$ cat config.mk
export PLATFORM = sky130hd
export DESIGN_NAME = nfba_ram
export DESIGN_NICKNAME = d
export VERILOG_FILES = /design/src/design/nfba_ram.sv
export SDC_FILE = /design/constraint.sdc
export NUM_CORES = 1
export LEC_CHECK = 0
export ABC_AREA = 1
export BUFFER_PORTS_ARGS = -buffer_cell sky130_fd_sc_hd__buf_2
export CAP_MARGIN = 20
export CORE_MARGIN = 10
export CORE_UTILIZATION = 45
export CTS_CLUSTER_SIZE = 16
export DETAILED_ROUTE_END_ITERATION = 8
export GPL_ROUTABILITY_DRIVEN = 1
export SLEW_MARGIN = 20
export SYNTH_ARGS = -nofsm -noshare
export SYNTH_HDL_FRONTEND = slang
export SYNTH_SLANG_ARGS = --single-unit
$ cat constraint.sdc
create_clock -name clock -period 2.3 [get_ports clock]
set_clock_uncertainty 0.2 [all_clocks]
set_input_delay 0.46 -clock clock [delete_from_list [all_inputs] [get_ports clock]]
set_output_delay 0.46 -clock clock [all_outputs]
set_load 0.01 [all_outputs]
$ cat src/design/nfba_ram.sv
// Simple dual-port memory: one write port, one read port with registered data.
// Used for the block type map and the rollback list. No package dependency.
module nfba_ram #(
   parameter int DEPTH = 128,
   parameter int WIDTH = 2
) (
   input  logic                     clock,
   input  logic                     wr_en,
   input  logic [$clog2(DEPTH)-1:0] wr_addr,
   input  logic [WIDTH-1:0]         wr_data,
   input  logic [$clog2(DEPTH)-1:0] rd_addr,
   output logic [WIDTH-1:0]         rd_data
);

   logic [WIDTH-1:0] mem [DEPTH];
   logic [WIDTH-1:0] rd_data_ff;

   always_ff @(posedge clock) begin
      if (wr_en) begin
         mem[wr_addr] <= wr_data;
      end
      rd_data_ff <= mem[rd_addr];
   end

   assign rd_data = rd_data_ff;

endmodule

==> run summary <==
Root Driver -> clkbuf_16
post-synth cell types -> 13
Post-synth EDFFs -> 256
n_diodes -> 0
Setup crit start kind -> input port
worst r2r src -> mem[83][0]
maximum clock frequency -> 0.568 GHz
met3 Use GR -> 2.28%
Non-Filler Instances -> 1,418
initial antenna violation count -> 0
top-count cell post-synth -> nand2_1
Crit. End Element -> register
Syn. warnings -> 0
via count -> 7,667
Hold Path Depth -> 5
placed cell area -> 11,700 µm²
Worst Tran Pin Value -> 459 ps
maximum fanout along the worst path -> 43
CP Launch Point -> rd_addr[0]
simple-gate share of the synthesized area -> 26.4%
Pre-antenna DRT Iters -> 5
Slew Viols, Final -> 0
sequential power share -> 50.0%
max-cap violation count -> 0
IO Port Bufs -> 19
worst rel slew slack -> 69.4%
share of cells above drive strength 1 -> 9.60%
Routed Antenna Nets -> 0
DRC Markers -> 0
worst r2r path cells -> 10
clk buf depth -> 3
Die X -> 177 µm
main combinational cell family by area after synthesis -> simple AND/OR/NAND/NOR gates
async set-or-reset flop fraction in the synthesized netlist -> 0%
Core Area -> 24,300 µm²
Overflow after GRT -> 0
multiplexer share of the synthesized area -> 0%
xor/xnor share of the synthesized area -> 0%
htree depth -> 1
status -> finished, final reports clean
worst vdd ir -> 0.554 mV
setup repair after global routing missed its margin -> false
Synth top area share -> 69.3%
Die H -> 177 µm
DP Cell Count -> 1,367
final setup fails -> 0
first-pass GRT wire length -> 42.9 mm
Iter 0 DRT Violations -> 773
DP Wirelength -> 16.6 mm
post-route setup slack -> 539 ps
total track usage -> 17.5%
switch share -> 21.7%
P per Cell Area -> 822 nW/µm²
starting density of the core -> 45.6%
Min-Delay Path Class -> in -> reg
GR peak layer -> met2
pre-CTS WS -> -3.05 ps
die area -> 31,300 µm²
Area growth, synth to finish -> 13.8%
ratio of final minimum period to clock period -> 76.6%
met1 Use GR -> 23.3%
vias per cell -> 5.41
largest net degree at the start of global routing -> 52
leakage dissipation -> 4.49 nW
final weighted congestion in routability-driven placement -> 0.818
setup TNS -> 0 ps
Inserted Clock Buffers -> 28
TritonCTS sink count -> 258
Post-Synth Adder-Cell Area -> 0%
Routed Wire Length -> 27.4 mm
RR Endpoint -> rd_data[0]
routing usage on met2 -> 29.0%
top cells by area, synth -> edfxtp_1 69%, nand2_1 11%, nand3_1 11%, nor2_1 4.5%, buf_4 1.7%
vias in the first global route -> 7,653
dominant synthesized flop cell -> edfxtp_1
FF-to-FF setup slack -> 730 ps
cell internal pwr -> 8.13 mW
syn_nets -> 1,059
P_sw -> 2.26 mW
Final min period -> 1760 ps
Avg Cell Area, Syn -> 10.7 µm²
Comb pwr share -> 6.5%
Gate Count Post-Synth -> 1,041
Post-CTS Setup Inserts -> 0
CTS tree -> built
Clock power frac -> 43.5%
CP Class -> in -> reg
CP Data Required Time -> 2580 ps
Final Cell Area -> 12,600 µm²
sequential fraction of the synthesis area -> 69.6%
most frequent cells after synthesis -> 321 x nand2_1, 256 x edfxtp_1, 235 x nand3_1
number of cell rows -> 57
worst skew pair latency -> 550 ps
Worst-path clk slew -> 60 ps
post-synth top area cell -> edfxtp_1
Worst setup endpoint -> rd_data[0]
I/O Pins -> 20
Post-Syn Area -> 11,100 µm²
routed len/inst -> 19.3 µm
crit path DAT -> 2040 ps
Synth Area in Compound Gates -> 0%
endpoints failing hold -> 0
final net count -> 1,092
#FFs+latches synth -> 258
[cell usage in the layout, fill, tap and decap left out]
cell,Yosys,layout
buf_12,0,9
buf_2,13,16
buf_4,25,38
bufinv_16,0,4
clkbuf_1,17,8
clkbuf_16,0,29
clkinv_1,0,2
clkinv_2,0,5
clkinv_4,0,1
clkinvlp_4,0,2
dfxtp_1,2,2
dlygate4sd3_1,0,1
edfxtp_1,256,256
inv_1,22,22
inv_2,2,1
nand2_1,321,321
nand3_1,235,235
nor2_1,134,134
nor3_1,8,8
[how the worst min path moves through the flow]
| stage | slack [ps] | endpoint | startpoint |
|---|---|---|---|
| final | 130 | rd_data[1] | rd_addr[5] |
| after global routing | 150 | rd_data[0] | rd_addr[5] |
| after CTS | 110 | rd_data[1] | rd_addr[5] |
| after detailed placement | 520 | rd_data[1] | rd_addr[6] |
| after global placement | 520 | rd_data[1] | rd_addr[6] |
| after floorplan | 360 | mem[0][0] | wr_data[0] |
[critical path, stage by stage]
cell	delay (ps)
buf_4	200
buf_4	440
nand2_1	100
nand3_1	110
nand3_1	80
nand3_1	140
nand2_1	110
nand2_1	70
nand3_1	130
nand2_1	90
nand2_1	40
nand2_1	50
[final cells by class]
type | instances | area [µm²]
sequential | 258 | 7730
inverter | 24 | 91.3
tap | 324 | 405
fill | 2163 | 11700
clock buffer | 37 | 756
multi-input combinational | 698 | 2920
clock inverter | 13 | 171
timing repair buffer | 64 | 556
[power groups by stage]
stage	sequential [mW]	clock, mW	combinational [mW]
after floorplan	5.30	0	0.378
after global placement	5.29	0	0.671
after detailed placement	5.29	0	0.675
after CTS	5.19	4.58	0.678
after global routing	5.19	4.75	0.743
final	5.19	4.52	0.672
[registers in the layout, summed over array words and instances, names as in the netlist]
signal	count
mem	256
rd_data	2
[per-stage QoR]
stage                     hold slack, ps  util, %  power (mW)
after floorplan                      359        -        5.68
after global placement               523     48.1        5.97
after detailed placement             515     48.1        5.97
after CTS                            113     51.9        10.5
after global routing                 155     51.9        10.7
final                                129     51.9        10.4
[kinds of logic after synthesis]
group | Yosys count
and+or+nand+nor | 698
DFF | 258
buffers and inverters | 85
[per-layer routing]
metal	vias to the layer above	wire (µm)
met5	-	0
met4	0	829
met3	64	1810
met2	252	13100
met1	3707	11700
li1	3644	-
[repair_timing]
action / 4_1_cts / 5_1_grt
resized for setup: 0 / 0
hold endpoints to repair: 2 / 0
hold buffers: 1 / 0
Power figures use the tool's default switching activity.
